### src/rtl/core/fbde_pkg.sv
// fbde_pkg: shared types and constants of the monochrome frame store draw engine
// request codes, queue command layout and pixel constants; no dependencies

package fbde_pkg;

  // request codes carried in the input tuser
  typedef enum logic [1:0] {
    REQ_PLOT  = 2'd0,
    REQ_FILL  = 2'd1,
    REQ_WRITE = 2'd2,
    REQ_READ  = 2'd3
  } req_type_e;

  // classified work handed from the front to the back
  typedef enum logic [1:0] {
    CMD_FILL      = 2'd0,
    CMD_WRITE     = 2'd1,
    CMD_READ      = 2'd2,
    CMD_READ_ZERO = 2'd3
  } cmd_kind_e;

  typedef struct packed {
    cmd_kind_e   kind;
    logic [7:0]  x;
    logic [7:0]  y;
    logic [8:0]  xe;     // clipped exclusive right edge
    logic [8:0]  ye;     // clipped exclusive bottom edge
    logic        color;
    logic [12:0] addr;
    logic [7:0]  value;
  } cmd_t;

  localparam int unsigned ReqAddrW = 13;

  localparam logic [7:0] PixMsb = 8'h80;
  localparam logic [7:0] White  = 8'hff;

endpackage

### src/rtl/core/fbde_front.sv
// fbde_front: accepts requests, clips and classifies them, queues commands
// depends on fbde_pkg

module fbde_front import fbde_pkg::*; #(
  parameter int unsigned SCREEN_WIDTH  = 200,
  parameter int unsigned SCREEN_HEIGHT = 200
) (
  input  logic        clk_i,
  input  logic        rst_ni,
  input  logic        s_axis_tvalid_i,
  output logic        s_axis_tready_o,
  input  logic [55:0] s_axis_tdata_i,
  input  logic [1:0]  s_axis_tuser_i,
  input  logic        init_done_i,
  output logic        q_valid_o,
  output cmd_t        q_cmd_o,
  input  logic        q_pop_i
);

  localparam int unsigned RowBytes   = (SCREEN_WIDTH + 7) / 8;
  localparam int unsigned StoreBytes = RowBytes * SCREEN_HEIGHT;
  localparam logic [9:0]  ScrW       = 10'(SCREEN_WIDTH);
  localparam logic [9:0]  ScrH       = 10'(SCREEN_HEIGHT);
  localparam logic [13:0] StoreLim   = 14'(StoreBytes);
  localparam logic [1:0]  QDepth     = 2'd2;

  logic [7:0]  in_x, in_y, in_value;
  logic [8:0]  in_w, in_h;
  logic        in_color;
  logic [12:0] in_addr;
  logic [8:0]  ew, eh;
  logic [9:0]  xsum, ysum;
  logic [8:0]  xe, ye;
  logic        empty_rect, addr_ok, keep, push;
  cmd_t        cmd;

  cmd_t        fifo_q [2];
  logic        wr_ptr_q, rd_ptr_q;
  logic [1:0]  cnt_q, cnt_d;

  assign in_x     = s_axis_tdata_i[7:0];
  assign in_y     = s_axis_tdata_i[15:8];
  assign in_w     = s_axis_tdata_i[24:16];
  assign in_h     = s_axis_tdata_i[33:25];
  assign in_color = s_axis_tdata_i[34];
  assign in_addr  = s_axis_tdata_i[47:35];
  assign in_value = s_axis_tdata_i[55:48];

  always_comb begin
    // a plot is a one-by-one fill
    ew = in_w;
    eh = in_h;
    if (req_type_e'(s_axis_tuser_i) == REQ_PLOT) begin
      ew = 9'd1;
      eh = 9'd1;
    end
    xsum = {2'b00, in_x} + {1'b0, ew};
    ysum = {2'b00, in_y} + {1'b0, eh};
    xe   = (xsum > ScrW) ? ScrW[8:0] : xsum[8:0];
    ye   = (ysum > ScrH) ? ScrH[8:0] : ysum[8:0];
    empty_rect = ({1'b0, in_x} >= xe) || ({1'b0, in_y} >= ye);
    addr_ok    = {1'b0, in_addr} < StoreLim;

    cmd.x     = in_x;
    cmd.y     = in_y;
    cmd.xe    = xe;
    cmd.ye    = ye;
    cmd.color = in_color;
    cmd.addr  = in_addr;
    cmd.value = in_value;
    cmd.kind  = CMD_FILL;
    keep      = 1'b0;
    case (req_type_e'(s_axis_tuser_i))
      REQ_PLOT, REQ_FILL: begin
        cmd.kind = CMD_FILL;
        keep     = !empty_rect;
      end
      REQ_WRITE: begin
        cmd.kind = CMD_WRITE;
        keep     = addr_ok;
      end
      REQ_READ: begin
        cmd.kind = addr_ok ? CMD_READ : CMD_READ_ZERO;
        keep     = 1'b1;
      end
      default: begin
        cmd.kind = CMD_FILL;
        keep     = 1'b0;
      end
    endcase
  end

  assign s_axis_tready_o = init_done_i && (cnt_q != QDepth);
  assign push            = s_axis_tvalid_i && s_axis_tready_o && keep;
  assign cnt_d           = cnt_q + 2'(push) - 2'(q_pop_i);

  always_ff @(posedge clk_i or negedge rst_ni) begin
    if (!rst_ni) begin
      wr_ptr_q <= 1'b0;
      rd_ptr_q <= 1'b0;
      cnt_q    <= 2'd0;
    end else begin
      if (push) wr_ptr_q <= !wr_ptr_q;
      if (q_pop_i) rd_ptr_q <= !rd_ptr_q;
      cnt_q <= cnt_d;
    end
  end

  always_ff @(posedge clk_i) begin
    if (push) begin
      fifo_q[wr_ptr_q] <= cmd;
    end
  end

  assign q_valid_o = (cnt_q != 2'd0);
  assign q_cmd_o   = fifo_q[rd_ptr_q];

  a_cnt_bound: assert property (@(posedge clk_i) disable iff (!rst_ni)
    cnt_q <= QDepth)
    else $error("command queue overfilled");

  a_pop_nonempty: assert property (@(posedge clk_i) disable iff (!rst_ni)
    q_pop_i |-> (cnt_q != 2'd0))
    else $error("pop from empty command queue");

  a_no_accept_in_clear: assert property (@(posedge clk_i) disable iff (!rst_ni)
    !init_done_i |-> !s_axis_tready_o)
    else $error("request taken during clearing pass");

endmodule

### config.mk
export PLATFORM = sky130hd
export DESIGN_NAME = fbde_front
export DESIGN_NICKNAME = d
export VERILOG_FILES = /design/src/rtl/core/fbde_pkg.sv /design/src/rtl/core/fbde_front.sv
export SDC_FILE = /design/constraint.sdc
export NUM_CORES = 1
export LEC_CHECK = 0
export BUFFER_PORTS_ARGS = -buffer_cell sky130_fd_sc_hd__buf_2
export CAP_MARGIN = 0
export CORE_MARGIN = 10
export CORE_UTILIZATION = 35
export DETAILED_ROUTE_END_ITERATION = 10
export GPL_TIMING_DRIVEN = 0
export PLACE_DENSITY_LB_ADDON = 0.2
export REMOVE_ABC_BUFFERS = 1
export SYNTH_ARGS = -nofsm -noshare
export SYNTH_HDL_FRONTEND = slang
export SYNTH_SLANG_ARGS = --single-unit
export TNS_END_PERCENT = 5
### constraint.sdc
create_clock -name clk_i -period 4.2 [get_ports clk_i]
set_input_delay 0.84 -clock clk_i [delete_from_list [all_inputs] [get_ports clk_i]]
set_output_delay 0.84 -clock clk_i [all_outputs]
set_load 0.005 [all_outputs]
==> results of run 1 <==
per-stage QoR:
step                      cell area, sq um  hold WS (ns)
final                                 8070         0.225
after global routing                  8070         0.208
after CTS                             7850         0.211
after detailed placement              6710         0.601
after global placement                6620         0.541
after floorplan                       5730         0.527
worst register-to-register path, cell delays in order (launching register included):
cell and delay (ns):
dfrtp_1 0.42, a21boi_0 0.22, nand2_1 0.15, nor2_2 0.18, a31oi_4 0.12, buf_6 0.16
nor2_4 0.13, buf_12 0.18, clkbuf_16 0.17
repair_timing:
| action | 4_1_cts | 5_1_grt |
|---|---|---|
| gates cloned | 6 | 1 |
| gates resized for setup | 52 | 24 |
| setup buffers | 22 | 9 |
| endpoints found under the setup margin | 139 | 119 |
| pin swaps | 17 | 19 |
| hold endpoints to repair | 0 | 0 |
synthesized netlist by cell type (3+ instances only):
cell type | n | area, sq um
edfxtp_1 | 116 | 3480
mux2_2 | 59 | 664
ha_1 | 32 | 400
inv_1 | 25 | 93.8
nor2_1 | 19 | 71.3
nor2b_1 | 16 | 100
a21oi_1 | 12 | 60.1
nand2_1 | 11 | 41.3
o21ai_0 | 8 | 40.0
xor2_1 | 8 | 70.1
nand3_1 | 6 | 30.0
xnor2_1 | 6 | 52.6
a21o_1 | 5 | 37.5
clkbuf_1 | 5 | 18.8
a211oi_1 | 4 | 30.0
dfrtp_1 | 4 | 100
or2_2 | 4 | 25.0
a211o_1 | 3 | 26.3
and2_1 | 3 | 18.8
buf_1 | 3 | 11.3
or3_1 | 3 | 18.8
metal layers:
layer  vias to the layer above  routed length (microns)
met4                         0                      173
li1                       1842                        -
met3                        15                      704
met2                        99                     7470
met5                         -                        0
met1                      1872                     6290
layout make-up:
| type | instances | area share |
|---|---|---|
| clock inverter | 10 | 0.0163 |
| sequential | 120 | 0.445 |
| inverter | 26 | 0.0121 |
| tap | 216 | 0.0335 |
| multi-input combinational | 242 | 0.289 |
| clock buffer | 19 | 0.0537 |
| timing repair buffer | 163 | 0.151 |
state kept, by name, summed over array words and instances, names as in the netlist:
| signal | flops |
|---|---|
| wr_ptr_q | 1 |
| rd_ptr_q | 1 |
| fifo_q | 116 |
| cnt_q | 2 |
worst max path at each step:
stage	from	slack, ns	cells after the start	endpoint
4_1_cts	s_axis_tuser_i[0]	-0.80	26	cnt_q[1]
3_3_place_gp	s_axis_tuser_i[1]	-6.40	18	fifo_q[0][8]
3_5_place_dp	s_axis_tuser_i[1]	-3.15	19	fifo_q[0][44]
5_1_grt	s_axis_tuser_i[1]	-0.98	25	cnt_q[1]
2_1_floorplan	s_axis_tuser_i[1]	-3.44	17	fifo_q[0][0]
6_report	s_axis_tuser_i[1]	-0.84	27	cnt_q[1]
cell families (layout without fill, tap and decap cells):
kind of cell	after synthesis	after routing
simple gates	74	75
flops	120	120
compound gates	55	55
other cells	1	4
xor+xnor	14	14
buf+inv	34	218
fa+ha+maj	34	34
mux	60	60
report_power, final:
| group | total (mW) | internal, mW | leakage, nW | switching, mW |
|---|---|---|---|---|
| Combinational | 1.22 | 0.686 | 1.83 | 0.530 |
| Sequential | 1.62 | 1.48 | 1.10 | 0.148 |
| Clock | 1.40 | 0.914 | 0.270 | 0.482 |
==> results_dict.tcl, run 1 <==
set metrics [dict create \
    outcome "finished with violations" \
    violations "negative setup slack" \
    met2_usage 0.230 \
    first_iter_violations 144 \
    routed_wl_mm 14.6 \
    grt_busiest_layer "met2" \
    synthXorXnorAreaFrac 0.0213 \
    grt_max_degree 60 \
    viasPerCell 4.81 \
    placed_cells 729 \
    synth_flop_cell "edfxtp_1" \
    cp_slowest_stage_delay_ns 0.41 \
    worst_slack_ns -0.841 \
    p_leak_nw 3.19 \
    grt_use_met3 0.0400 \
    grt_pass1_wl_mm 22.5 \
    finalHoldViolations 0 \
    synth_cells 392 \
    end_kind "flop" \
    maxSlewHeadroom 0.438 \
    required_ns 4.49 \
    setup_tns_ns -90.30 \
    fp.dieH_microns 148 \
    synth.distinct_cells 53 \
    drt-pass1-iter-count 4 \
    cts_hold_buf 0 \
    synth_compound_area_frac 0.0722 \
    multiInputGateArea_sq_um 2330 \
    reg2regPathDepth 8 \
    cts_buffers 17 \
    numPortBuffers 122 \
    synth.avg_cell_area_sq_um 14.7 \
    clkTransAtPathRegs_ns 0.05 \
    synth_fa_ha_area_frac 0.0766 \
    root_buffer "clkbuf_16" \
    fin_nets 667 \
    synth-edff-count 116 \
    worst_pin_slew_ns 0.843 \
    startpoint_type "primary input" \
    insertion_delay_ns 0.41 \
    regArea_sq_um 3590 \
    synth_top_family_by_area "multiplexers" \
    drv_slew 0 \
    ios 123 \
    setup_viol 119 \
    drc 0 \
    fin_util 0.504 \
    crit_family "compound AO/OA/AOI/OAI gates" \
    clock_skew_ns 0.00955 \
    final_cell_mix "buf_2 (120), edfxtp_1 (116), mux2_2 (58)" \
    drive_gt1_frac 0.510 \
    globalplace.congestion 0.788 \
    diodes 0 \
    hpwl_mm 9.72 \
    crit_type "primary input to flop" \
    hold_path_class "primary input to async pin" \
    syn_area_sq_um 5750 \
    cts.sinks 120 \
    antenna_found_initial 0 \
    grt_pass1_vias 4125 \
    synthMuxAreaShare 0.117 \
    powerDensity_nw_per_um2 525 \
    grt_use_total 0.134 \
    die_w_microns 148 \
    cp_max_fo 6 \
    cp.arrival_ns 5.33 \
    reg2reg_from "cnt_q[1]" \
    synth-simple-area-share 0.0670 \
    grt.overflow.total 0 \
    rr_endpoint "fifo_q[0][38]" \
    routedWlPerCell_microns 18.4 \
    ys_ff_latch 120 \
    route.vias.total 3828 \
    area_growth_pct 40.3 \
    yosysSeqAreaShare 0.623 \
    post-route-period-util 1.20 \
    crit_slowest_cell "fa_2" \
    grt_use_met1 0.153 \
    h-tree-depth 4 \
    rsz0062_at_grt "true" \
    ff2ff_setup_slack_ns 2.20 \
    cts_tree "built" \
    synth-async-reset-ratio 0.0333 \
    pre_cts_ws_ns -3.15 \
    cts_buffer_depth 2 \
    fin_cells 796 \
    nFillCells 1436 \
    yosysWarnings 0 \
    finalPower_mw 4.24 \
    finalCriticalPeriod_ns 5.04 \
    die_area_sq_um 22000 \
    worst-path-buf-inv 7 \
    peakVddDrop_v 0.000344 \
    max_cap_violations 0 \
    antenna_left 0 \
    layout_commonest_cell "buf_2" \
    core_sq_um 16000 \
    num_rows 46 \
    fmax_ghz 0.198 \
    start_util 0.360 \
]
No activity file was read; power rests on OpenSTA's default activity.
==> run 2: changes to the inputs <==
Settings changed: CORE_UTILIZATION 35 to 45, PLACE_DENSITY_LB_ADDON 0.2 to 0.08.
==> results_dict.tcl, run 2 (synthesis results as in run 1) <==
set metrics [dict create \
    outcome "finished with violations" \
    violations "negative setup slack" \
    cp_slowest_stage_delay_ns 0.40 \
    clock_skew_ns 0.00781 \
    setup_tns_ns -89.08 \
    maxSlewHeadroom 0.446 \
    cts_buffers 17 \
    numPortBuffers 122 \
    grt_pass1_vias 4159 \
    antenna_found_initial 0 \
    finalCriticalPeriod_ns 5.05 \
    worst_pin_slew_ns 0.832 \
    viasPerCell 4.98 \
    worst_slack_ns -0.852 \
    rsz0062_at_grt "true" \
    clockPowerShare 0.348 \
    p_sw_mw 1.16 \
    cp.arrival_ns 5.23 \
    route.vias.total 3753 \
    grt_pass1_wl_mm 21.5 \
    die_area_sq_um 17700 \
    finalHoldViolations 0 \
    max_cap_violations 0 \
    placed_area_sq_um 6650 \
    crit_type "primary input to flop" \
    drc 0 \
    switching_share 0.271 \
    globalplace.congestion 0.835 \
    p_int_mw 3.13 \
    finalPower_mw 4.30 \
    fin_cells 753 \
    insertion_delay_ns 0.41 \
    final_cell_mix "buf_2 (120), edfxtp_1 (116), mux2_2 (58)" \
    start_util 0.458 \
    drive_gt1_frac 0.504 \
    seq_power_share 0.377 \
    crit_top_cell "buf_12" \
    drt-pass1-iter-count 4 \
    hold_slack_ns 0.225 \
    num_rows 41 \
    clkTransAtPathRegs_ns 0.06 \
    drv_slew 0 \
    regMostFlops "fifo_q" \
    cts_hold_buf 0 \
    first_iter_violations 155 \
    antenna_left 0 \
    post-route-period-util 1.20 \
    combinationalPowerShare 0.275 \
    reg2regPathDepth 9 \
    routedWlPerCell_microns 17.7 \
    hold_path_class "primary input to async pin" \
    p_leak_nw 3.20 \
    cts_tree "built" \
    layout_commonest_cell "buf_2" \
    h-tree-depth 4 \
    setup_viol 119 \
    diodes 0 \
    grt_max_degree 60 \
    worst-path-buf-inv 5 \
    required_ns 4.37 \
    grt.overflow.total 0 \
    powerDensity_nw_per_um2 538 \
    cp_max_fo 8 \
    placed_cells 684 \
    post-route-cell-area_sq_um 7990 \
    die_w_microns 133 \
    crit_family "compound AO/OA/AOI/OAI gates" \
    startpoint_type "primary input" \
    core_sq_um 12600 \
    ff2ff_setup_slack_ns 2.16 \
    root_buffer "clkbuf_16" \
    fin_nets 666 \
    largest_register_ffs 116 \
    hpwl_mm 8.80 \
    reg_top3 "fifo_q (116), cnt_q (2)" \
    crit_slowest_cell "fa_2" \
    area_growth_pct 38.8 \
    rr_endpoint "fifo_q[1][56]" \
    cts_buffer_depth 2 \
    fmax_ghz 0.198 \
    crit_chain "buf_12 > nor2_4 > or2_4 > ha_4 > fa_2 > a211oi_2 > nor2_1 > o41ai_2 > mux2_4 > a311oi_4 > nand2_2 > ha_4 > a21oi_4 > o21ai_2 > nand2b_1 > and4b_1 > a211o_1 > a31oi_4 > buf_6 > nor2_4 > buf_12 > buf_12 > buf_16" \
    peakVddDrop_v 0.000386 \
    nFillCells 969 \
    end_kind "flop" \
    fp.dieH_microns 133 \
    reg2reg_from "cnt_q[1]" \
    ios 123 \
    cts.sinks 120 \
    routed_wl_mm 13.4 \
    grt_use_total 0.156 \
]
==> run 2: final cells by class <==
cell class	instances	area [sq um]	area share
Multi-Input combinational cell	243	2330	0.292
Clock buffer	19	433	0.0542
Sequential cell	120	3590	0.449
Clock inverter	12	175	0.0219
Inverter	26	97.6	0.0122
Timing Repair Buffer	161	1150	0.144
Tap cell	172	215	0.0269
==> run 2: worst max-delay path by stage <==
stage	end	from	cells after the start	slack, ns
floorplan	fifo_q[0][0]	s_axis_tuser_i[1]	17	-3.44
global placement	fifo_q[0][39]	s_axis_tuser_i[1]	18	-6.21
detailed placement	fifo_q[0][39]	s_axis_tuser_i[1]	20	-3.44
CTS	fifo_q[1][56]	s_axis_tuser_i[1]	23	-0.88
global route	fifo_q[1][56]	s_axis_tuser_i[1]	24	-0.98
finish	fifo_q[1][56]	s_axis_tuser_i[1]	23	-0.85
==> run 2: timing repair <==
| action | 4_1_cts | 5_1_grt |
|---|---|---|
| cloned | 7 | 0 |
| setup endpoints to repair | 135 | 119 |
| setup buffers | 27 | 6 |
| pin swaps | 27 | 10 |
| resized for setup | 51 | 15 |
==> run 2: power by group through the flow <==
stage | Clock (mW) | Combinational (mW) | Sequential [mW]
finish | 1.49 | 1.18 | 1.62
global route | 1.58 | 1.30 | 1.65
global placement | 0 | 0.974 | 1.66
CTS | 1.52 | 1.16 | 1.63
floorplan | 0 | 0.612 | 1.60
detailed placement | 0 | 0.981 | 1.65
==> run 2: metrics by stage <==
step	setup WS (ns)	utilization
global route	-0.980	0.636
global placement	-6.21	0.522
finish	-0.852	0.636
detailed placement	-3.44	0.529
CTS	-0.881	0.625
floorplan	-3.44	-
==> run 2: routing by layer <==
layer,global-route usage,wire length (microns),up-vias
li1,-,-,1837
met1,0.191,6030,1797
met2,0.245,6350,102
met3,0.0530,766,17
met4,0.0636,205,0
met5,0,0,-
